**src/rtl/ppg_filter_and_heart_rate_unit_assert.svh**
```systemverilog
// assertion macros for the ppg filter and heart rate unit
`ifndef PPG_FILTER_AND_HEART_RATE_UNIT_ASSERT_SVH
`define PPG_FILTER_AND_HEART_RATE_UNIT_ASSERT_SVH
`ifndef SYNTHESIS
`define PPGHR_ASSERT_ALWAYS(lbl, clk, rst, cond) \
   lbl: assert property (@(posedge clk) disable iff (rst) (cond)) \
      else $error("assertion failed");
`define PPGHR_ASSERT_NEXT(lbl, clk, rst, ante, cons) \
   lbl: assert property (@(posedge clk) disable iff (rst) (ante) |=> (cons)) \
      else $error("assertion failed");
`else
`define PPGHR_ASSERT_ALWAYS(lbl, clk, rst, cond)
`define PPGHR_ASSERT_NEXT(lbl, clk, rst, ante, cons)
`endif
`endif

```
**src/rtl/ppghr_pkg.sv**
```systemverilog
// shared constants, types and helpers of the ppg filter and heart rate unit
package ppghr_pkg;

   localparam int WINDOW_DEF     = 480;
   localparam int RATE_SCALE_DEF = 6000;

   localparam int SAMP_W   = 18;
   localparam int COEF_W   = 23;
   localparam int ACC_W    = 44;
   localparam int CLIP_W   = 48;

   localparam logic signed [CLIP_W-1:0] Q_ONE = 48'sd65536;
   localparam logic signed [33:0] OFFSET_04 = 34'sd26214;
   localparam logic [15:0] BPM_MAX = 16'd65280;

   localparam logic [15:0] DC_ALPHA_RST       = 16'd62259;
   localparam logic [16:0] BEAT_THRESHOLD_RST = 17'd45875;
   localparam logic [16:0] BPM_SMOOTHING_RST  = 17'd655;

   localparam int CSR_IDX_W  = 2;
   localparam int CSR_DATA_W = 17;

   typedef enum logic [CSR_IDX_W-1:0] {
      CSR_DC_ALPHA       = 2'd0,
      CSR_BEAT_THRESHOLD = 2'd1,
      CSR_BPM_SMOOTHING  = 2'd2
   } csr_index_type;

   typedef enum logic [2:0] {
      F_IDLE, F_MULT, F_SUM, F_Y, F_MAC, F_PUSH
   } front_state_type;

   typedef enum logic [3:0] {
      B_CLEAR, B_IDLE, B_WALK, B_DIVSET, B_DIV, B_SAT, B_BL1, B_BL2, B_OUT
   } back_state_type;

   typedef struct packed {
      logic clearing;
      logic div_start;
      logic den_nonzero;
   } back_status_type;

   // low-pass taps in q20; feedback taps are stored negated
   function automatic logic signed [COEF_W-1:0] mac_coef(input logic [2:0] k);
      logic signed [COEF_W-1:0] c;
      unique case (k)
         3'd0:    c = 23'sd7351;
         3'd1:    c = 23'sd2523;
         3'd2:    c = 23'sd2523;
         3'd3:    c = 23'sd7351;
         3'd4:    c = 23'sd2666552;
         3'd5:    c = -23'sd2347159;
         3'd6:    c = 23'sd709434;
         default: c = '0;
      endcase
      return c;
   endfunction

   function automatic logic signed [SAMP_W-1:0] clip_one(input logic signed [CLIP_W-1:0] v);
      logic signed [CLIP_W-1:0] r;
      if (v > Q_ONE) r = Q_ONE;
      else if (v < -Q_ONE) r = -Q_ONE;
      else r = v;
      return r[SAMP_W-1:0];
   endfunction

endpackage

```
**src/rtl/ppghr_front.sv**
```systemverilog
// front end: dc removal; elliptic low-pass taps share a multiplier
module ppghr_front (
   input  logic        clock,
   input  logic        reset,
   input  logic [15:0] dc_alpha,
   input  logic        hold,
   input  logic        in_valid,
   output logic        in_ready,
   input  logic [15:0] in_raw_ir,
   output logic        q_valid,
   input  logic        q_ready,
   output logic signed [ppghr_pkg::SAMP_W-1:0] q_data
);
   localparam int SW = ppghr_pkg::SAMP_W;
   localparam int AW = ppghr_pkg::ACC_W;

   ppghr_pkg::front_state_type state_ff, state_in;

   logic signed [SW-1:0] x_ff, y_ff, filt;
   logic signed [40:0]   prod_ff;
   logic signed [23:0]   m_ff, dc_ff, m_sat;
   logic signed [SW-1:0] in_d_ff [3];
   logic signed [SW-1:0] out_d_ff [3];
   logic signed [AW-1:0] acc_ff, acc_in, acc_rnd;
   logic [2:0]           k_ff;
   logic signed [25:0]   m_sum;
   logic signed [24:0]   diff;
   logic signed [33:0]   y_raw;
   logic signed [SW-1:0] mac_op;
   logic signed [40:0]   mac_prod;
   logic                 accept;

   assign accept   = in_valid && in_ready;
   assign in_ready = (state_ff == ppghr_pkg::F_IDLE) && !hold;
   assign q_valid  = (state_ff == ppghr_pkg::F_PUSH);

   always_comb begin
      m_sum = 26'(x_ff) + 26'((prod_ff + 41'sd32768) >>> 16);
      if (m_sum > 26'sd8388607) m_sat = 24'sd8388607;
      else if (m_sum < -26'sd8388608) m_sat = -24'sd8388608;
      else m_sat = m_sum[23:0];
      diff  = 25'(m_ff) - 25'(dc_ff);
      y_raw = -(34'(diff) * 34'sd120) - ppghr_pkg::OFFSET_04;
      unique case (k_ff)
         3'd0:    mac_op = y_ff;
         3'd1:    mac_op = in_d_ff[0];
         3'd2:    mac_op = in_d_ff[1];
         3'd3:    mac_op = in_d_ff[2];
         3'd4:    mac_op = out_d_ff[0];
         3'd5:    mac_op = out_d_ff[1];
         default: mac_op = out_d_ff[2];
      endcase
      mac_prod = 41'(ppghr_pkg::mac_coef(k_ff)) * 41'(mac_op);
      acc_in   = acc_ff + AW'(mac_prod);
      acc_rnd  = (acc_ff + AW'(45'sd524288)) >>> 20;
      filt     = ppghr_pkg::clip_one(ppghr_pkg::CLIP_W'(acc_rnd));
      q_data   = filt;
   end

   always_comb begin
      state_in = state_ff;
      unique case (state_ff)
         ppghr_pkg::F_IDLE: if (accept) state_in = ppghr_pkg::F_MULT;
         ppghr_pkg::F_MULT: state_in = ppghr_pkg::F_SUM;
         ppghr_pkg::F_SUM:  state_in = ppghr_pkg::F_Y;
         ppghr_pkg::F_Y:    state_in = ppghr_pkg::F_MAC;
         ppghr_pkg::F_MAC:  if (k_ff == 3'd6) state_in = ppghr_pkg::F_PUSH;
         ppghr_pkg::F_PUSH: if (q_ready) state_in = ppghr_pkg::F_IDLE;
         default:           state_in = ppghr_pkg::F_IDLE;
      endcase
   end

   always_ff @(posedge clock) begin
      if (reset) state_ff <= ppghr_pkg::F_IDLE;
      else state_ff <= state_in;
   end

   always_ff @(posedge clock) begin
      if (reset) begin
         dc_ff <= '0;
         for (int i = 0; i < 3; i++) begin
            in_d_ff[i]  <= '0;
            out_d_ff[i] <= '0;
         end
      end else begin
         unique case (state_ff)
            ppghr_pkg::F_IDLE: begin
               // raw - 32768, doubled
               if (accept) x_ff <= SW'($signed({~in_raw_ir[15], in_raw_ir[14:0], 1'b0}));
            end
            ppghr_pkg::F_MULT: prod_ff <= $signed({1'b0, dc_alpha}) * dc_ff;
            ppghr_pkg::F_SUM:  m_ff <= m_sat;
            ppghr_pkg::F_Y: begin
               y_ff   <= ppghr_pkg::clip_one(ppghr_pkg::CLIP_W'(y_raw));
               dc_ff  <= m_ff;
               acc_ff <= '0;
               k_ff   <= 3'd0;
            end
            ppghr_pkg::F_MAC: begin
               acc_ff <= acc_in;
               k_ff   <= k_ff + 3'd1;
            end
            ppghr_pkg::F_PUSH: begin
               if (q_ready) begin
                  in_d_ff[2]  <= in_d_ff[1];
                  in_d_ff[1]  <= in_d_ff[0];
                  in_d_ff[0]  <= y_ff;
                  out_d_ff[2] <= out_d_ff[1];
                  out_d_ff[1] <= out_d_ff[0];
                  out_d_ff[0] <= filt;
               end
            end
            default: ;
         endcase
      end
   end
endmodule

```
**config.mk**
```make
export PLATFORM = sky130hd
export DESIGN_NAME = ppghr_front
export DESIGN_NICKNAME = d
export VERILOG_FILES = /design/src/rtl/ppg_filter_and_heart_rate_unit_assert.svh /design/src/rtl/ppghr_pkg.sv /design/src/rtl/ppghr_front.sv
export SDC_FILE = /design/constraint.sdc
export NUM_CORES = 2
export LEC_CHECK = 0
export BUFFER_PORTS_ARGS = -buffer_cell sky130_fd_sc_hd__buf_2
export CAP_MARGIN = 20
export CORE_ASPECT_RATIO = 0.5
export CORE_MARGIN = 8
export CORE_UTILIZATION = 37
export CTS_CLUSTER_SIZE = 16
export DETAILED_ROUTE_END_ITERATION = 8
export GPL_TIMING_DRIVEN = 0
export PLACE_DENSITY_LB_ADDON = 0.15
export SLEW_MARGIN = 20
export SYNTH_ARGS = -nofsm -noshare
export SYNTH_HDL_FRONTEND = slang
export SYNTH_SLANG_ARGS = --single-unit
```
**constraint.sdc**
```tcl
create_clock -name clock -period 26.2 [get_ports clock]
set_input_delay 1.31 -clock clock [delete_from_list [all_inputs] [get_ports clock]]
set_output_delay 1.31 -clock clock [all_outputs]
set_load 0.02 [all_outputs]
```
==> Word level (Yosys, flattened, before mapping) <==
Memory sizes are Yosys's and may differ from the RTL's.
Cells that the tools add are included.
{ "op_classes": {"addsub": 8, "n_mul": 3, "magnitude_cmp": 6, "eq_ne": 14, "muxes": 24, "bitwise_logic": 8, "n_reduce_logical": 15} }
{ "op_table": {"columns": ["cell", "n"], "rows": [
  ["$mux W18", 9],
  ["$pmux W23 S5", 1],
  ["$pmux W18 S6", 1],
  ["$pmux W44 S2", 1],
  ["$add A44 B21 Y44 const B", 1],
  ["$add A44 B41 Y44", 1],
  ["$add A41 B17 Y41 const B", 1],
  ["$mul A17 B24 Y41", 1],
  ["$mul A23 B18 Y41", 1],
  ["$gt A34 B18 Y1 const B", 1],
  ["$lt A34 B17 Y1 const B", 1],
  ["$neg A33 Y34", 1],
  ["$sub A34 B16 Y34 const B", 1],
  ["$mul A25 B5 Y30 const B", 1],
  ["$add A17 B25 Y26", 1],
  ["$gt A26 B24 Y1 const B", 1],
  ["$lt A26 B24 Y1 const B", 1],
  ["$sub A24 B24 Y25", 1],
  ["$gt A24 B18 Y1 const B", 1],
  ["$lt A24 B17 Y1 const B", 1],
  ["$mux W24", 1],
  ["$pmux W3 S6", 1],
  ["$eq A3 B3 Y1 const B", 5],
  ["$eq A3 B2 Y1 const B", 4],
  ["16 further kinds", 39]
]} }
{ "totals": {"regBits": 173, "ramBits": 108, "in_bits": 37, "out_inout_bits": 20, "wordCells": 89, "memories": 2} }
{ "mem_list": {"columns": ["name", "words", "word_bits", "rd", "rd_ports_with_merged_regs", "write_ports", "line_no", "rtl"], "rows": [
  ["in_d_ff", 3, 18, 3, 0, 3, "ppghr_front.sv:22", "logic signed [SW-1:0] in_d_ff [3];"],
  ["out_d_ff", 3, 18, 3, 0, 3, "ppghr_front.sv:23", "logic signed [SW-1:0] out_d_ff [3];"]
]} }

==> Longest topological paths before layout <==
{ "depth": {"word_depth": 6, "mapped_depth": 39, "mapped_depth_nobuf": 36} }

==> Worst setup path before layout <==
No wires, ideal clock.
{ "synth_timing": {"kind": "reg2reg", "startpoint": "register k_ff[2]", "endpoint": "register acc_ff[42] (data pin)", "setup_time_ps": 266, "arrival_time_ps": 8598, "t_required_ps": 25934, "path_slack_ps": 17336, "path_stages_with_launch": 36, "path_buffers": 4, "cell_sequence": "edfxtp_1 clkbuf_1 clkbuf_1 inv_1 ha_1 nor2_1 nand2_1 clkbuf_1 clkbuf_1 a31o_2 nor2_1 nor2_1 fa_1 inv_1 fa_1 inv_1 fa_1 inv_1 fa_1 inv_1 fa_1 inv_1 fa_1 ha_1 ha_1 a21oi_1 nand3_1 a21o_1 a221oi_1 o31a_1 o31ai_1 o211ai_1 nand3_1 a41oi_1 xor2_1 nor2_1"} }
{ "synth_between": {"elab_chain_cells": 6, "word_cells_on_any_way": 14, "classes_between": "add/sub: 1; mul: 1; eq/ne: 6; mux: 3; reduce/logical: 3"} }
{ "synth_rtl": {"columns": ["element", "line_no", "rtl"], "rows": [
  ["start: declaration", "ppghr_front.sv:25", "logic [2:0] k_ff;"],
  ["start signal: assignment", "ppghr_front.sv:101", "k_ff <= k_ff + 3'd1;"],
  ["$eq A3 B2 Y1, or another cell as far along", "ppghr_pkg.sv:46, ppghr_front.sv:44", null],
  ["$reduce_or A2 Y1 (no line)", null, null],
  ["$pmux W23 S5", "ppghr_pkg.sv:46", "unique case (k)"],
  ["$mul A23 B18 Y41 *", "ppghr_front.sv:53", "mac_prod = 41'(ppghr_pkg::mac_coef(k_ff)) * 41'(mac_op);"],
  ["$add A44 B41 Y44 *", "ppghr_front.sv:54", "acc_in = acc_ff + AW'(mac_prod);"],
  ["$pmux W44 S2 *", "ppghr_front.sv:86", "unique case (state_ff)"],
  ["end signal: assignment", "ppghr_front.sv:100", "acc_ff <= acc_in;"],
  ["end: declaration", "ppghr_front.sv:24", "logic signed [AW-1:0] acc_ff, acc_in, acc_rnd;"]
]} }
Mark *: on every way between the ends. The rest lies on a longest branch, timed or not.
A chain may end at the register's enable or synchronous reset.

==> Worst setup path after layout <==
Ends and elaborated chain as after synthesis.

==> flow_metrics.py <==
metrics = {
    "cts": {
        "clk_pin_slew_worst_paths_ns": 0.07,
        "clk_latency_ns": 0.66,
        "cts_buffer_depth": 3,
        "cts_htree_levels": 1,
        "cts_sinks": 258,
        "cts_tree": "built",
        "postCtsSetupBuffers": 0,
        "cts-root-buf": "clkbuf_16",
        "cts-hold-fix-buffers": 0,
        "ctsResizeCount": 0,
        "cts_buffers": 30,
    },
    "yosys": {
        "synth_edf_count": 231,
        "ys.flop_type": "edfxtp_1",
        "syn_area_um2": 46500,
        "ys_top_cells_by_area": "fa_1, edfxtp_1, ha_1",
        "syn_nets": 6156,
        "synthesis.instances": 4896,
        "synth_seq_cells": 258,
        "synth_top_area_frac": 0.370,
        "synth.distinct_cells": 99,
        "avgSynthCellArea_um2": 9.50,
        "synthArstFlopShare": 0,
        "synth_top_area_cell": "fa_1",
        "yosys_warnings": 0,
        "yosysSeqAreaShare": 0.161,
    },
    "finish": {
        "fillerInstances": 12660,
        "nets": 6262,
        "multi_input_area_um2": 34500,
        "area_growth_pct": 7.97,
        "drive_gt1_frac": 0.0458,
        "final_cell_mix": "inv_1, fa_1, nand2_1, ha_1, nor2_1",
        "n_antenna_cell": 0,
        "layout_commonest_cell": "inv_1",
        "seqCellArea_um2": 7480,
        "fin_cells": 6718,
    },
    "global_route": {
        "grt_pass1_wl_mm": 214,
        "overflow": 0,
        "antenna_found_initial": 2,
        "grt_max_degree": 27,
        "grt.total_usage": 0.203,
        "grt_pass1_vias": 35414,
    },
    "timing": {
        "fin_setup_tns_ns": 0,
        "max_clock_freq_mhz": 82.9,
        "finalSetupViolCount": 0,
        "finClkSkew_ns": 0.0654,
        "relSlewSlack": 0.0960,
        "tightest_slew_ns": 1.35,
        "timing.final.ws_setup_ns": 14.14,
        "rsz0062_at_grt": "false",
        "drv_slew": 0,
        "period_minus_slack_ns": 12.06,
        "timing.final.crit_share": 0.460,
        "hold_ws_ns": 0.505,
        "finalHoldViolCount": 0,
    },
    "worst_setup_path": {
        "crit_slowest_cell": "a221oi_1",
        "cpPeakStageDelay_ns": 0.85,
        "start_kind": "flip-flop",
        "cp_common_cell": "fa_1",
        "path_max_fanout": 10,
        "critPathKind": "flip-flop to flip-flop",
        "cp.arrival_ns": 12.43,
        "end_kind": "flip-flop",
        "worstPathRequired_ns": 26.56,
        "r2r_slack_ns": 14.14,
    },
    "placement": {
        "dpl.hpwl_mm": 120,
        "pre_cts_slack_ns": 14.22,
        "dp.cells": 6661,
        "io_buffers": 55,
        "gp_congestion": 0.941,
    },
    "detailed_routing": {
        "totalWireLength_mm": 140,
        "vias_per_cell": 5.07,
        "dr.pass1.iters": 6,
        "drc": 0,
        "first_iter_violations": 2270,
        "ant_nets": 0,
        "via_count": 34089,
        "wl_per_cell_um": 20.8,
    },
    "floorplanning": {
        "dieArea_um2": 138000,
        "floorplan.io_pins": 57,
        "coreArea_um2": 125000,
        "rows": 92,
        "initial_core_util": 0.371,
        "chipHeight_um": 267,
        "chipWidth_um": 517,
    },
    "flow_run": {
        "maxCapViolCount": 0,
    },
    "min_path": {
        "holdCritPathClass": "flip-flop to flip-flop",
    },
    "pwr": {
        "ir_drop_mv": 0.0810,
        "total_power_mw": 3.04,
        "power_density_nw_per_um2": 60.6,
        "p_leak_nw": 22.5,
    },
    "status": {
        "status": "completed",
    },
}
## path summary, 6_finish.rpt
| kind | from | to | depth (start not counted) |
|---|---|---|---|
| max reg2reg | k_ff[2] | acc_ff[42] | 34 |
| max | k_ff[2] | acc_ff[42] | 34 |
| min reg2reg | y_ff[13] | in_d_ff[0][13] | 1 |
| min | y_ff[13] | in_d_ff[0][13] | 1 |
## power by group
group	internal (mW)	switching, mW
Sequential	0.463	0.0108
Combinational	0.839	1.29
Clock	0.241	0.198
Total	1.54	1.50
## sequential cells by signal, summed over array words and instances, names as in the netlist
name      cells
out_d_ff     54
in_d_ff      48
dc_ff        24
acc_ff       44
k_ff          3
state_ff      3
y_ff         16
prod_ff      26
x_ff         16
m_ff         24
## synthesized netlist by cell type (7+ instances only)
cell          n
and2_1      272
xnor2_1     122
o211ai_1     13
dfxtp_1      27
nor4_1       10
a21oi_2       9
nor2b_1      21
nand3b_1      7
nor2_1      291
nand2b_1     20
o21a_1       27
edfxtp_1    231
a211oi_1     14
nor3_1       40
nand2_1     487
clkbuf_1    158
o21bai_1     19
a22oi_1      12
a2111oi_0     8
o31ai_1      14
mux2_2       28
inv_1      1042
fa_1        860
nand3_1      73
a31o_2        9
and3_1       27
ha_1        363
a31oi_1      21
xor2_1       80
o21ai_0     119
a222oi_1     11
a21o_1       67
a21oi_1     222
nand4_1      30
## cell families (layout without fill, tap and decap cells)
family | Yosys count | in the layout | share of synthesized area
adders and majority gates | 1223 | 1223 | 0.468
buffers and inverters | 1214 | 1344 | 0.0991
DFF | 258 | 258 | 0.161
muxes | 31 | 31 | 0.00743
AOI/OAI and AO/OA | 641 | 641 | 0.0902
and+or+nand+nor | 1326 | 1326 | 0.136
xor gates and xnor gates | 203 | 203 | 0.0384
## through the flow
step,area [µm²],util
after floorplan,46500,-
after global placement,48900,0.390
after detailed placement,49200,0.392
after CTS,50200,0.400
after global routing,50200,0.400
final,50200,0.400
## metal layers
layer  vias to the layer above  wire length [µm]  global-route usage  share of wire
met5                         -                13                   0       0.000093
met4                         2              2790              0.0374          0.020
met3                       142              7050              0.0271          0.050
met2                       787             65600               0.335           0.47
met1                     17555             64300               0.287           0.46
li1                      15603                 -                   -              -
## final cells by class
| cell class | instances | area share |
|---|---|---|
| Sequential cell | 258 | 0.149 |
| Timing Repair Buffer | 74 | 0.0102 |
| Buffer | 172 | 0.0139 |
| Multi-Input combinational cell | 3424 | 0.687 |
| Clock buffer | 31 | 0.0150 |
| Tap cell | 1692 | 0.0422 |
| Clock inverter | 25 | 0.00481 |
| Inverter | 1042 | 0.0779 |
## worst max-delay path: cells and delay by family (launching register included)
kind | cells | cell delay [ns]
compound gates | 9 | 3.22
xor+xnor | 1 | 0.20
fa+ha+maj | 9 | 4.15
buf+inv | 10 | 2.67
flops | 1 | 0.33
simple gates | 5 | 1.17
(Power assumes the default switching activity.)
