File: src/rtl/ppg_filter_and_heart_rate_unit_assert.svh
// assertion macros for the ppg filter and heart rate unit
`ifndef PPG_FILTER_AND_HEART_RATE_UNIT_ASSERT_SVH
`define PPG_FILTER_AND_HEART_RATE_UNIT_ASSERT_SVH
`ifndef SYNTHESIS
`define PPGHR_ASSERT_ALWAYS(lbl, clk, rst, cond) \
   lbl: assert property (@(posedge clk) disable iff (rst) (cond)) \
      else $error("assertion failed");
`define PPGHR_ASSERT_NEXT(lbl, clk, rst, ante, cons) \
   lbl: assert property (@(posedge clk) disable iff (rst) (ante) |=> (cons)) \
      else $error("assertion failed");
`else
`define PPGHR_ASSERT_ALWAYS(lbl, clk, rst, cond)
`define PPGHR_ASSERT_NEXT(lbl, clk, rst, ante, cons)
`endif
`endif

File: src/rtl/ppghr_pkg.sv
// shared constants, types and helpers of the ppg filter and heart rate unit
package ppghr_pkg;

   localparam int WINDOW_DEF     = 480;
   localparam int RATE_SCALE_DEF = 6000;

   localparam int SAMP_W   = 18;
   localparam int COEF_W   = 23;
   localparam int ACC_W    = 44;
   localparam int CLIP_W   = 48;

   localparam logic signed [CLIP_W-1:0] Q_ONE = 48'sd65536;
   localparam logic signed [33:0] OFFSET_04 = 34'sd26214;
   localparam logic [15:0] BPM_MAX = 16'd65280;

   localparam logic [15:0] DC_ALPHA_RST       = 16'd62259;
   localparam logic [16:0] BEAT_THRESHOLD_RST = 17'd45875;
   localparam logic [16:0] BPM_SMOOTHING_RST  = 17'd655;

   localparam int CSR_IDX_W  = 2;
   localparam int CSR_DATA_W = 17;

   typedef enum logic [CSR_IDX_W-1:0] {
      CSR_DC_ALPHA       = 2'd0,
      CSR_BEAT_THRESHOLD = 2'd1,
      CSR_BPM_SMOOTHING  = 2'd2
   } csr_index_type;

   typedef enum logic [2:0] {
      F_IDLE, F_MULT, F_SUM, F_Y, F_MAC, F_PUSH
   } front_state_type;

   typedef enum logic [3:0] {
      B_CLEAR, B_IDLE, B_WALK, B_DIVSET, B_DIV, B_SAT, B_BL1, B_BL2, B_OUT
   } back_state_type;

   typedef struct packed {
      logic clearing;
      logic div_start;
      logic den_nonzero;
   } back_status_type;

   // low-pass taps in q20; feedback taps are stored negated
   function automatic logic signed [COEF_W-1:0] mac_coef(input logic [2:0] k);
      logic signed [COEF_W-1:0] c;
      unique case (k)
         3'd0:    c = 23'sd7351;
         3'd1:    c = 23'sd2523;
         3'd2:    c = 23'sd2523;
         3'd3:    c = 23'sd7351;
         3'd4:    c = 23'sd2666552;
         3'd5:    c = -23'sd2347159;
         3'd6:    c = 23'sd709434;
         default: c = '0;
      endcase
      return c;
   endfunction

   function automatic logic signed [SAMP_W-1:0] clip_one(input logic signed [CLIP_W-1:0] v);
      logic signed [CLIP_W-1:0] r;
      if (v > Q_ONE) r = Q_ONE;
      else if (v < -Q_ONE) r = -Q_ONE;
      else r = v;
      return r[SAMP_W-1:0];
   endfunction

endpackage

File: src/rtl/ppghr_queue.sv
// two-entry queue of filtered samples between front and back
module ppghr_queue (
   input  logic clock,
   input  logic reset,
   input  logic in_valid,
   output logic in_ready,
   input  logic signed [ppghr_pkg::SAMP_W-1:0] in_data,
   output logic out_valid,
   input  logic out_ready,
   output logic signed [ppghr_pkg::SAMP_W-1:0] out_data
);
   logic signed [ppghr_pkg::SAMP_W-1:0] data_ff [2];
   logic       wr_ptr_ff, rd_ptr_ff;
   logic [1:0] count_ff;
   logic       push, pop;

   assign in_ready  = (count_ff != 2'd2);
   assign out_valid = (count_ff != 2'd0);
   assign out_data  = data_ff[rd_ptr_ff];
   assign push      = in_valid && in_ready;
   assign pop       = out_valid && out_ready;

   always_ff @(posedge clock) begin
      if (push) data_ff[wr_ptr_ff] <= in_data;
   end

   always_ff @(posedge clock) begin
      if (reset) begin
         wr_ptr_ff <= 1'b0;
         rd_ptr_ff <= 1'b0;
         count_ff  <= 2'd0;
      end else begin
         if (push) wr_ptr_ff <= ~wr_ptr_ff;
         if (pop) rd_ptr_ff <= ~rd_ptr_ff;
         count_ff <= count_ff + 2'(push) - 2'(pop);
      end
   end
endmodule

File: config.mk
export PLATFORM = sky130hd
export DESIGN_NAME = ppghr_queue
export DESIGN_NICKNAME = d
export VERILOG_FILES = /design/src/rtl/ppg_filter_and_heart_rate_unit_assert.svh /design/src/rtl/ppghr_pkg.sv /design/src/rtl/ppghr_queue.sv
export SDC_FILE = /design/constraint.sdc
export NUM_CORES = 1
export LEC_CHECK = 0
export CORE_MARGIN = 4
export CORE_UTILIZATION = 45
export DETAILED_ROUTE_END_ITERATION = 10
export DONT_BUFFER_PORTS = 1
export SYNTH_ARGS = -nofsm -noshare
export SYNTH_HDL_FRONTEND = slang
export SYNTH_SLANG_ARGS = --single-unit
File: constraint.sdc
create_clock -name clock -period 1.9 [get_ports clock]
set_input_delay 0.19 -clock clock [delete_from_list [all_inputs] [get_ports clock]]
set_output_delay 0.19 -clock clock [all_outputs]
set_load 0.02 [all_outputs]
=== After elaboration in Yosys (flattened, before gate mapping) ===
Memories as Yosys holds them, arrays and structs flattened. A register that Yosys moved wholly into a read port is not among the register bits.
Index checks and enable logic that the tools add are counted.

* Memory bits (read-only): 0
* Word-level logic and storage cells: 16
* Register bits: 4
* Latch bits: 0
* Memories: 1
* Input port bits: 22
* Memory bits (writable): 36

{| class="wikitable"
|+ Memory list
! memory !! depth !! width !! read ports !! clocked after memory_dff !! wr ports !! RTL line !! text
|-
| data_ff || 2 || 18 || 1 || 1 || 1 || ppghr_queue.sv:12 || <nowiki>logic signed [ppghr_pkg::SAMP_W-1:0] data_ff [2];</nowiki>
|}

* Reductions and logical operators: 3
* Shift operators: 0
* Multipliers: 0
* Add/subtract/negate cells: 2
* Bitwise logic cells: 2
* Muxes and demuxes: 4
* $lt $le $gt $ge: 0
* Equality and inequality tests: 1
* Div/mod/pow operators: 0

{| class="wikitable"
|+ Operators by type and width
! operator !! number
|-
| 1-bit two-way mux || 4
|-
| 2-bit by 1-bit adder with 2-bit output || 1
|-
| 1-bit logical AND || 2
|-
| 2-bit inequality test (second input constant) || 1
|-
| 1-bit NOT || 2
|-
| 2-bit nonzero test || 1
|-
| 2-bit by 1-bit subtractor with 2-bit output || 1
|}

=== Logic depth before layout (Yosys ltp) ===
Gate-level depths: netlist of run 1.

* Word-level depth: 4
* Mapped depth: 8
* Gate-level depth less buffers: 8

=== Worst setup path after synthesis of run 1 ===
OpenSTA, ideal clock, no wires.

* Path kind: register to register
* From: register count_ff[0]
* To: memory data_ff[0][0] in the netlist's numbering, enable pin
* Setup slack: 0.089 ns
* Cell stages (with the launch flop): 4
* Period minus slack after synthesis: 1.811 ns
* Data arrival time: 1.419 ns
* Cell sequence: dfxtp_1 -> nand2b_2 -> nand2_2 -> nor2_1

* Longest elaborated chain between the ends: 4

{| class="wikitable"
|+ Ends and longest elaborated chain
! what !! RTL line !! text
|-
| start: declaration || ppghr_queue.sv:14 || <nowiki>logic [1:0] count_ff;</nowiki>
|-
| start signal: assignment || ppghr_queue.sv:35 || <nowiki>count_ff <= count_ff + 2'(push) - 2'(pop);</nowiki>
|-
| 2-bit inequality test || ppghr_queue.sv:17 || <nowiki>assign in_ready = (count_ff != 2'd2);</nowiki>
|-
| net in_ready || ppghr_queue.sv:6 || <nowiki>output logic in_ready,</nowiki>
|-
| 1-bit logical AND || ppghr_queue.sv:20 || <nowiki>assign push = in_valid && in_ready;</nowiki>
|-
| 1-bit two-way mux || ppghr_queue.sv:24 || <nowiki>if (push) data_ff[wr_ptr_ff] <= in_data;</nowiki>
|-
| 1-bit two-way mux (not written as such) || ppghr_queue.sv:24 ||
|-
| end: declaration || ppghr_queue.sv:12 ||
|}

The timed path passes the listed nets, and every way through them passes these cells.

=== Worst setup path in the final report of run 1 ===
* From: register count_ff[0]
* To: register count_ff[1]

* Longest elaborated chain between the ends: 4
* Elaborated cells on any way between the ends: 6

{| class="wikitable"
|+ Ends and longest elaborated chain
! what !! RTL line
|-
| 2-bit inequality test || ppghr_queue.sv:17
|-
| net in_ready || ppghr_queue.sv:6
|-
| 1-bit logical AND || ppghr_queue.sv:20
|-
| 2-bit by 1-bit adder with 2-bit output || ppghr_queue.sv:35
|-
| 2-bit by 1-bit subtractor with 2-bit output || ppghr_queue.sv:35
|}

The timed path passes the listed nets, and every way through them passes these cells.
A chain may end at the register's enable or synchronous reset.

==> results.cfg, run 1 <==
[final_layout]
final.fill_count = 298
seqCellArea_sq_um = 1180
final_nets = 133
drive_above_1_share = 0.318
utilization = 0.564
area_delta_synth_final_pct = 19.9
multiInputGateArea_sq_um = 377
diodes = 0

[timing]
min_period_ps = 1660
grt_setup_unrepaired = no
period_share = 0.874
slew_violations = 0
setup_tns_ps = 0
hold_viol = 0
fmax_mhz = 602
tightest_slew_ps = 255
relSlewSlack = 0.830
clock_skew_ps = 7.61
setup_viol = 0

[synthesis]
yosys.area.top_type = edfxtp_1
syn_area_sq_um = 1580
avgSynthCellArea_sq_um = 19.8
synth.area.top_cells = edfxtp_1 68%, mux2_4 10%, dfxtp_1 6.3%
async_reset_ff_frac = 0
synth_flop_cell = edfxtp_1
synth_seq_cells = 41
yosys_warnings = 0
synth_cells = 80
ys_seq_area_frac = 0.747
synth_edf_count = 36
synth_cell_types = 16
synthTopCellsByCount = 36 x edfxtp_1, 11 x mux2_4, 8 x mux2_2
yosysMostFrequentCell = edfxtp_1
syn_nets = 104
yosys.area.top_type_share = 0.684

[floorplan]
initial_core_util = 0.470
chipHeight_um = 67.3
die_w_um = 67.3
design.die.area_sq_um = 4530
rows = 21
core_sq_um = 3360
io_pins = 42

[worst_setup_path]
crit_required_ps = 2140
crit_path_start = count_ff[0]
critPathKind = flip-flop to flip-flop
crit_fanout = 4
crit_end = count_ff[1]
worstSetupEndpointType = flip-flop
rr_endpoint = count_ff[1]
ff2ff_setup_slack_ps = 240
crit_path_start_kind = flip-flop
critPathArrivalTime_ps = 1900
timing.rr.start = count_ff[0]
cpMostUsedCell = ha_1
slowest_stage = dfxtp_1
max_stage_delay_ps = 380
rr_worst_depth = 8
crit_chain = nand2b_2, nand2_2, ha_1, inv_1, ha_1, xor2_1, xnor2_1, nor2_1

[power]
power_density_nw_per_um2 = 1210
internal_power_mw = 1.59
p_clk_frac = 0.165
combinationalPowerShare = 0.318
power.leakage_nw = 0.689
power_switching_uw = 710
max-vdd-ir-drop_mv = 0.693
seqPwrFrac = 0.516
swShare = 0.309

[clocking]
root_buffer = clkbuf_4
cts_tree = built
clock_latency_ps = 340
numCtsBuffers = 5
cts_sinks = 41
htreeDepth = 2
cts.clk_slew.worst_paths_ps = 110
clock_path_buffers = 2

[flow_run]
maxCapViolations = 0

[place]
dp_hpwl_um = 1580
gp_congestion = 0.710
portBuffers = 0

[routing]
drc = 0
routedWlPerCell_um = 15.0
drt_iter0_drc = 19
dr.pass1.iters = 2
wl_um = 2330
vias_per_cell = 4.86
ant_nets = 0
vias = 758

[grt]
grt_max_degree = 19
grt.total_usage = 0.112
grt_pass1_wl_um = 3570
grt_overflow = 0
first_global_vias = 726
antenna_found_initial = 0

[worst_hold_path]
hold_path_class = primary input to flip-flop

[run_status]
status = completed
## state kept, by name, indices dropped and copies added (netlist names), named ones only
| register | flops |
|---|---|
| wr_ptr_ff | 1 |
| data_ff | 36 |
| rd_ptr_ff | 1 |
| count_ff | 2 |
## final cells by class
| type | count | share of cell area |
|---|---|---|
| Sequential cell | 41 | 0.623 |
| Tap cell | 46 | 0.0303 |
| Timing Repair Buffer | 24 | 0.120 |
| Clock buffer | 5 | 0.0198 |
| Clock inverter | 3 | 0.00660 |
| Multi-Input combinational cell | 36 | 0.199 |
| Inverter | 1 | 0.00198 |
## cell families (layout without fill, tap and decap cells)
kind of cell,Yosys count,in the layout,share of synthesized area
buffers and inverters,3,33,0.0166
AO/OA/AOI/OAI,1,1,0.00554
AND/OR/NAND/NOR,11,11,0.0372
multiplexers,19,19,0.161
adder cells (fa/ha/maj),2,2,0.0158
XOR/XNOR,3,3,0.0166
flip-flops,41,41,0.747
## what timing repair did
| action | CTS | global route |
|---|---|---|
| hold endpoints to repair | 40 | 0 |
| hold buffers | 19 | 0 |
| buffers inserted | 0 | 0 |
| resized for setup | 0 | 0 |
## power by group through the flow
| stage | Combinational, mW | Sequential, mW | Clock (mW) |
|---|---|---|---|
| final | 0.731 | 1.19 | 0.379 |
| after global routing | 0.784 | 1.20 | 0.453 |
| after CTS | 0.748 | 1.19 | 0.406 |
| after detailed placement | 0.710 | 1.21 | 0 |
| after global placement | 0.702 | 1.20 | 0 |
| after floorplan | 0.617 | 1.20 | 0 |
## layout by cell type (no fill, tap or decap)
cell type       n
edfxtp_1       36
dlygate4sd3_1  19
mux2_4         11
mux2_2          8
dfxtp_1         5
clkbuf_4        5
buf_4           5
nor2_1          4
nor2b_1         2
xnor2_1         2
ha_1            2
clkinv_1        2
o21a_2          1
nand2b_2        1
nand2_2         1
or2_2           1
inv_1           1
and3_1          1
nor2_2          1
xor2_1          1
clkinv_2        1
## critical path, delay by kind of cell, from the launching register on
family                   cells  cell delay (ps)
buffers and inverters        1               60
XOR/XNOR                     2              320
AND/OR/NAND/NOR              3              380
adder cells (fa/ha/maj)      2              420
flip-flops                   1              380
## layer usage
layer  track usage  share of wire  vias up
met2         0.183           0.53       29
met5             0              0        -
met1         0.128           0.39      368
li1              -              -      357
met4        0.0456         0.0090        0
met3        0.0516          0.069        4
## how the worst min path moves through the flow
stage	cells past startpoint	slack, ps	to	start
after floorplan	1	260	count_ff[0]	reset
after global placement	1	260	count_ff[0]	reset
after detailed placement	1	270	rd_ptr_ff	reset
after CTS	2	60	wr_ptr_ff	reset
after global routing	2	80	wr_ptr_ff	reset
final	2	80	wr_ptr_ff	reset
## through the flow
stage / setup slack (ps) / instance area [sq um] / power, mW / std cells / hold slack (ps)
after CTS: 224 / 1900 / 2.34 / 156 / 60.4
after floorplan: 88.6 / 1580 / 1.81 / 80 / 262
after global routing: 165 / 1900 / 2.43 / 156 / 80.5
after detailed placement: 240 / 1660 / 1.92 / 129 / 266
final: 240 / 1900 / 2.30 / 156 / 79.8
after global placement: 318 / 1660 / 1.90 / 129 / 263
Note: power is estimated with default switching activity, not from simulation.
==> run 2: changes to the inputs <==
--- a/config.mk
+++ b/config.mk
@@ -5,10 +5,14 @@
 export SDC_FILE = /design/constraint.sdc
 export NUM_CORES = 1
 export LEC_CHECK = 0
+export CELL_PAD_IN_SITES_DETAIL_PLACEMENT = 1
+export CELL_PAD_IN_SITES_GLOBAL_PLACEMENT = 1
 export CORE_MARGIN = 4
 export CORE_UTILIZATION = 45
 export DETAILED_ROUTE_END_ITERATION = 10
 export DONT_BUFFER_PORTS = 1
+export GPL_ROUTABILITY_DRIVEN = 0
+export PLACE_DENSITY_LB_ADDON = 0.1
 export SYNTH_ARGS = -nofsm -noshare
 export SYNTH_HDL_FRONTEND = slang
 export SYNTH_SLANG_ARGS = --single-unit
==> run 2 against run 1 <==
  * Fmax fell by 2.2%
  * Wire length rose by 0.94%
  * Non-clock buffer count did not move
  * Design area did not move
  * Clock skew rose by 1.2 ps
  * Combinational power barely moved
  * Clock power barely moved
  * Via count fell by 1.2%
  * Largest power group unchanged
==> results.cfg, run 2 (synthesis results as in run 1) <==
[routing]
ant_nets = 0
drc = 0
dr.pass1.iters = 3
drt_iter0_drc = 36
vias_per_cell = 4.80
vias = 749
routedWlPerCell_um = 15.1
wl_um = 2360

[final_layout]
final.fill_count = 338
reg.largest.list = data_ff (36), count_ff (2)
largest-register = data_ff
drive_above_1_share = 0.318
diodes = 0
final_common_cell = edfxtp_1
largest_reg_flops = 36
final_cell_mix = 36 x edfxtp_1, 19 x dlygate4sd3_1, 11 x mux2_4
area_delta_synth_final_pct = 19.9
final_nets = 133

[clocking]
cts_sinks = 41
post_cts_resized = 0
cts-hold-fix-buffers = 19
cts_tree = built
numCtsBuffers = 5
cts.clk_slew.worst_paths_ps = 110
clock_path_buffers = 2
post_cts_buffers = 0
htreeDepth = 2
clock_latency_ps = 320
root_buffer = clkbuf_4

[worst_setup_path]
critPathKind = flip-flop to flip-flop
max_stage_delay_ps = 390
crit_path_start_kind = flip-flop
cpMostUsedCell = ha_1
crit_fanout = 4
crit_buf_inv = 1
crit_chain = nand2b_2, nand2_2, ha_1, inv_1, ha_1, xor2_1, xnor2_1, nor2_1
crit_family = adder cells
critPathArrivalTime_ps = 1920
worst-path-stages = 8
slowest_stage = dfxtp_1
crit_required_ps = 2120
rr_endpoint = count_ff[1]
worstSetupEndpointType = flip-flop
timing.rr.start = count_ff[0]
rr_worst_depth = 8
ff2ff_setup_slack_ps = 200

[timing]
tightest_slew_ps = 239
hold_viol = 0
relSlewSlack = 0.841
setup_tns_ps = 0
clock_skew_ps = 8.79
setup_viol = 0
slew_violations = 0
period_share = 0.893
grt_setup_unrepaired = no
min_period_ps = 1700
fmax_mhz = 589

[floorplan]
core_sq_um = 3360
chipHeight_um = 67.3
io_pins = 42
rows = 21
die_w_um = 67.3
design.die.area_sq_um = 4530
initial_core_util = 0.470

[worst_hold_path]
holdPathEnd = wr_ptr_ff
hp-start = reset
hold_path_class = primary input to flip-flop
holdPathStages = 2

[power]
power.leakage_nw = 0.689
power_mw = 2.30
max-vdd-ir-drop_mv = 0.588
power_density_nw_per_um2 = 1210

[grt]
first_global_vias = 774
grt.total_usage = 0.113
grt_overflow = 0
grt_pass1_wl_um = 3640
grt_max_degree = 19
antenna_found_initial = 0

[flow_run]
maxCapViolations = 0

[place]
portBuffers = 0
dp_hpwl_um = 1650

[run_status]
status = completed
run 2: worst max-delay path by stage:
stage                     slack (ps)            end        start
after floorplan                   90  data_ff[0][0]  count_ff[0]
after global placement           300    count_ff[1]  count_ff[0]
after detailed placement         230    count_ff[1]  count_ff[0]
after CTS                        190    count_ff[1]  count_ff[0]
after global routing             110    count_ff[1]  count_ff[0]
final                            200    count_ff[1]  count_ff[0]
run 2: layer usage:
| metal | GRT usage | vias to the layer above | share of wire | wire length, um |
|---|---|---|---|---|
| met4 | 0.0456 | 0 | 0.0068 | 16 |
| met5 | 0 | - | 0 | 0 |
| li1 | - | 359 | - | - |
| met3 | 0.0349 | 2 | 0.058 | 137 |
| met2 | 0.190 | 22 | 0.55 | 1290 |
| met1 | 0.133 | 366 | 0.38 | 907 |
run 2: where the power goes:
group	switching (mW)	internal, mW	leakage (nW)
Clock	0.242	0.134	0.0300
Combinational	0.419	0.315	0.281
Sequential	0.0500	1.14	0.378
Total	0.711	1.58	0.689
run 2: metrics by stage:
stage                     std cells  utilization  cell area [sq um]  setup slack [ps]  hold slack, ps
after floorplan                  80            -               1580              88.6             262
after CTS                       156        0.564               1900               193            91.8
after detailed placement        129        0.493               1660               225             265
final                           156        0.564               1900               204             106
after global placement          129        0.493               1660               300             264
after global routing            156        0.564               1900               112            96.4
run 2: final cells by class:
cell class,count,area (sq um),area share
Tap cell,46,57.6,0.0303
Multi-Input combinational cell,36,377,0.199
Timing Repair Buffer,24,228,0.120
Inverter,1,3.75,0.00198
Clock inverter,3,12.5,0.00660
Sequential cell,41,1180,0.623
Clock buffer,5,37.5,0.0198
==> run 3: changes to the inputs <==
--- a/config.mk
+++ b/config.mk
@@ -5,6 +5,7 @@
 export SDC_FILE = /design/constraint.sdc
 export NUM_CORES = 1
 export LEC_CHECK = 0
+export ABC_AREA = 1
 export CELL_PAD_IN_SITES_DETAIL_PLACEMENT = 1
 export CELL_PAD_IN_SITES_GLOBAL_PLACEMENT = 1
 export CORE_MARGIN = 4
==> constraint.sdc (replaced) <==
create_clock -name clock -period 1.9 [get_ports clock]
set_input_delay 0.19 -clock clock [delete_from_list [all_inputs] [get_ports clock]]
set_output_delay 0.19 -clock clock [all_outputs]
set_load 0.01 [all_outputs]
==> run 3 against run 2 <==
  * Sequential power is essentially flat
  * Clock skew is essentially flat
  * Core utilization is essentially flat
  * Combinational power shrank 14%
  * Critical path type unchanged
  * Critical endpoint unchanged
==> results.cfg, run 3 <==
[worst_setup_path]
ff2ff_setup_slack_ps = 260
timing.rr.start = count_ff[0]
crit_fanout = 4
critPathArrivalTime_ps = 1890
crit_path_start_kind = flip-flop
critPathKind = flip-flop to flip-flop
rr_endpoint = count_ff[1]
crit_required_ps = 2150
worstSetupEndpointType = flip-flop
rr_worst_depth = 10

[timing]
setup_viol = 0
period_share = 0.861
relSlewSlack = 0.804
setup_ws_ps = 264
min_period_ps = 1640
slew_violations = 0
fmax_mhz = 611
tightest_slew_ps = 294
clock_skew_ps = 9.15
setup_tns_ps = 0
holdWs_ps = 21.5
grt_setup_unrepaired = no
hold_viol = 0

[clocking]
numCtsBuffers = 5
cts_sinks = 41
clock_latency_ps = 340
post_cts_resized = 0
cts.clk_slew.worst_paths_ps = 120
htreeDepth = 2
cts_tree = built
root_buffer = clkbuf_4
clock_path_buffers = 2

[synthesis]
synthTopCellsByCount = 36 x edfxtp_1, 10 x mux2_4, 9 x nor2_1
avgSynthCellArea_sq_um = 17.2
synth_cells = 93
synth.area.top_cells = edfxtp_1 68%, mux2_4 9.4%, dfxtp_1 6.3%
synth_flop_cell = edfxtp_1
yosys_warnings = 0
syn_nets = 117
ys_seq_area_frac = 0.740
synth_seq_cells = 41
synth_cell_types = 12
syn_area_sq_um = 1600
yosysMostFrequentCell = edfxtp_1
synth_edf_count = 36
async_reset_ff_frac = 0
yosys.area.top_type_share = 0.677
yosys.area.top_type = edfxtp_1

[worst_hold_path]
holdPathStages = 3
holdPathEnd = wr_ptr_ff
hold_path_class = primary input to flip-flop
hp-start = reset

[final_layout]
final.fill_count = 328
reg.largest.list = data_ff (36), count_ff (2)
drive_above_1_share = 0.244
final_cell_mix = 36 x edfxtp_1, 20 x dlygate4sd3_1, 10 x mux2_4
final_nets = 147
final_common_cell = edfxtp_1
largest-register = data_ff
largest_reg_flops = 36
area_delta_synth_final_pct = 19.7
diodes = 0

[place]
dp_hpwl_um = 1810
portBuffers = 0
dpl_worst_slack_ps = 264

[routing]
drt_iter0_drc = 21
ant_nets = 0
vias = 818
drc = 0
wl_um = 2560
vias_per_cell = 4.84
dr.pass1.iters = 2
routedWlPerCell_um = 15.2

[floorplan]
chipHeight_um = 67.6
rows = 21
initial_core_util = 0.471
io_pins = 42
die_w_um = 67.6
core_sq_um = 3390
design.die.area_sq_um = 4570

[grt]
grt.total_usage = 0.126
antenna_found_initial = 0
first_global_vias = 878
grt_overflow = 0
grt_max_degree = 19
grt_pass1_wl_um = 3970

[run_status]
status = completed

[power]
power.leakage_nw = 0.715
max-vdd-ir-drop_mv = 0.600
power_density_nw_per_um2 = 1160

[flow_run]
maxCapViolations = 0
-- run 3: changes by cell type after synthesis, sizes merged, moves of 2 or more --
cell / delta
a21oi: +2
nor2: +4
nor2b: -2
nand2: +7
nand3: +3
inv: +7
xnor2: -2
-- run 3: cells by family after synthesis --
| logic type | count (synthesis) | synth area share |
|---|---|---|
| DFF | 41 | 0.740 |
| AOI/OAI and AO/OA | 2 | 0.00627 |
| and+or+nand+nor | 20 | 0.0494 |
| buffers and inverters | 10 | 0.0384 |
| adders and majority gates | 2 | 0.0157 |
| muxes | 18 | 0.150 |
-- run 3: stage by stage --
stage | power [mW] | util | instances | area, sq um
finish | 2.22 | 0.564 | 169 | 1910
detailed placement | 1.82 | 0.491 | 142 | 1660
CTS | 2.25 | 0.564 | 169 | 1910
floorplan | 1.71 | - | 93 | 1600
global placement | 1.80 | 0.491 | 142 | 1660
global route | 2.36 | 0.564 | 169 | 1910
-- run 3: layer usage --
| metal | wire length [um] | track usage |
|---|---|---|
| met1 | 965 | 0.127 |
| met2 | 1360 | 0.225 |
| met3 | 208 | 0.0483 |
| met4 | 34 | 0.0608 |
| met5 | 0 | 0 |
-- run 3: how the worst max path moves through the flow --
stage	endpoint	slack, ps	start	depth (start not counted)
3_5_place_dp	count_ff[1]	260	count_ff[0]	10
5_1_grt	count_ff[1]	70	count_ff[0]	11
3_3_place_gp	count_ff[1]	360	count_ff[0]	10
4_1_cts	count_ff[1]	250	count_ff[0]	10
6_report	count_ff[1]	260	count_ff[0]	10
2_1_floorplan	data_ff[0][0]	110	count_ff[0]	4
-- run 3: cell type report --
class,count,area [sq um],share of cell area
Inverter,8,30.0,0.0157
Sequential cell,41,1180,0.618
Multi-Input combinational cell,42,357,0.187
Timing Repair Buffer,25,238,0.124
Clock buffer,5,37.5,0.0196
Clock inverter,2,11.3,0.00589
Tap cell,46,57.6,0.0301
-- run 3: worst max-delay path, stage by stage (launching register included) --
cell	delay [ps]
dfxtp_1	370
inv_1	70
nand2_1	160
nand2_1	120
ha_1	290
inv_1	40
ha_1	190
inv_1	60
nand2_1	60
a21oi_1	130
nor2_1	60
-- run 3: power breakdown --
group	internal, mW	switching (mW)	leakage (nW)	total, mW
combinational	0.278	0.351	0.313	0.629
clock	0.133	0.262	0.0247	0.395
sequential	1.14	0.0493	0.378	1.19
total	1.55	0.662	0.715	2.22
-- run 3: repair_timing --
action	4_1_cts	5_1_grt
hold endpoints to repair	38	0
hold buffers	20	0
buffers inserted	0	0
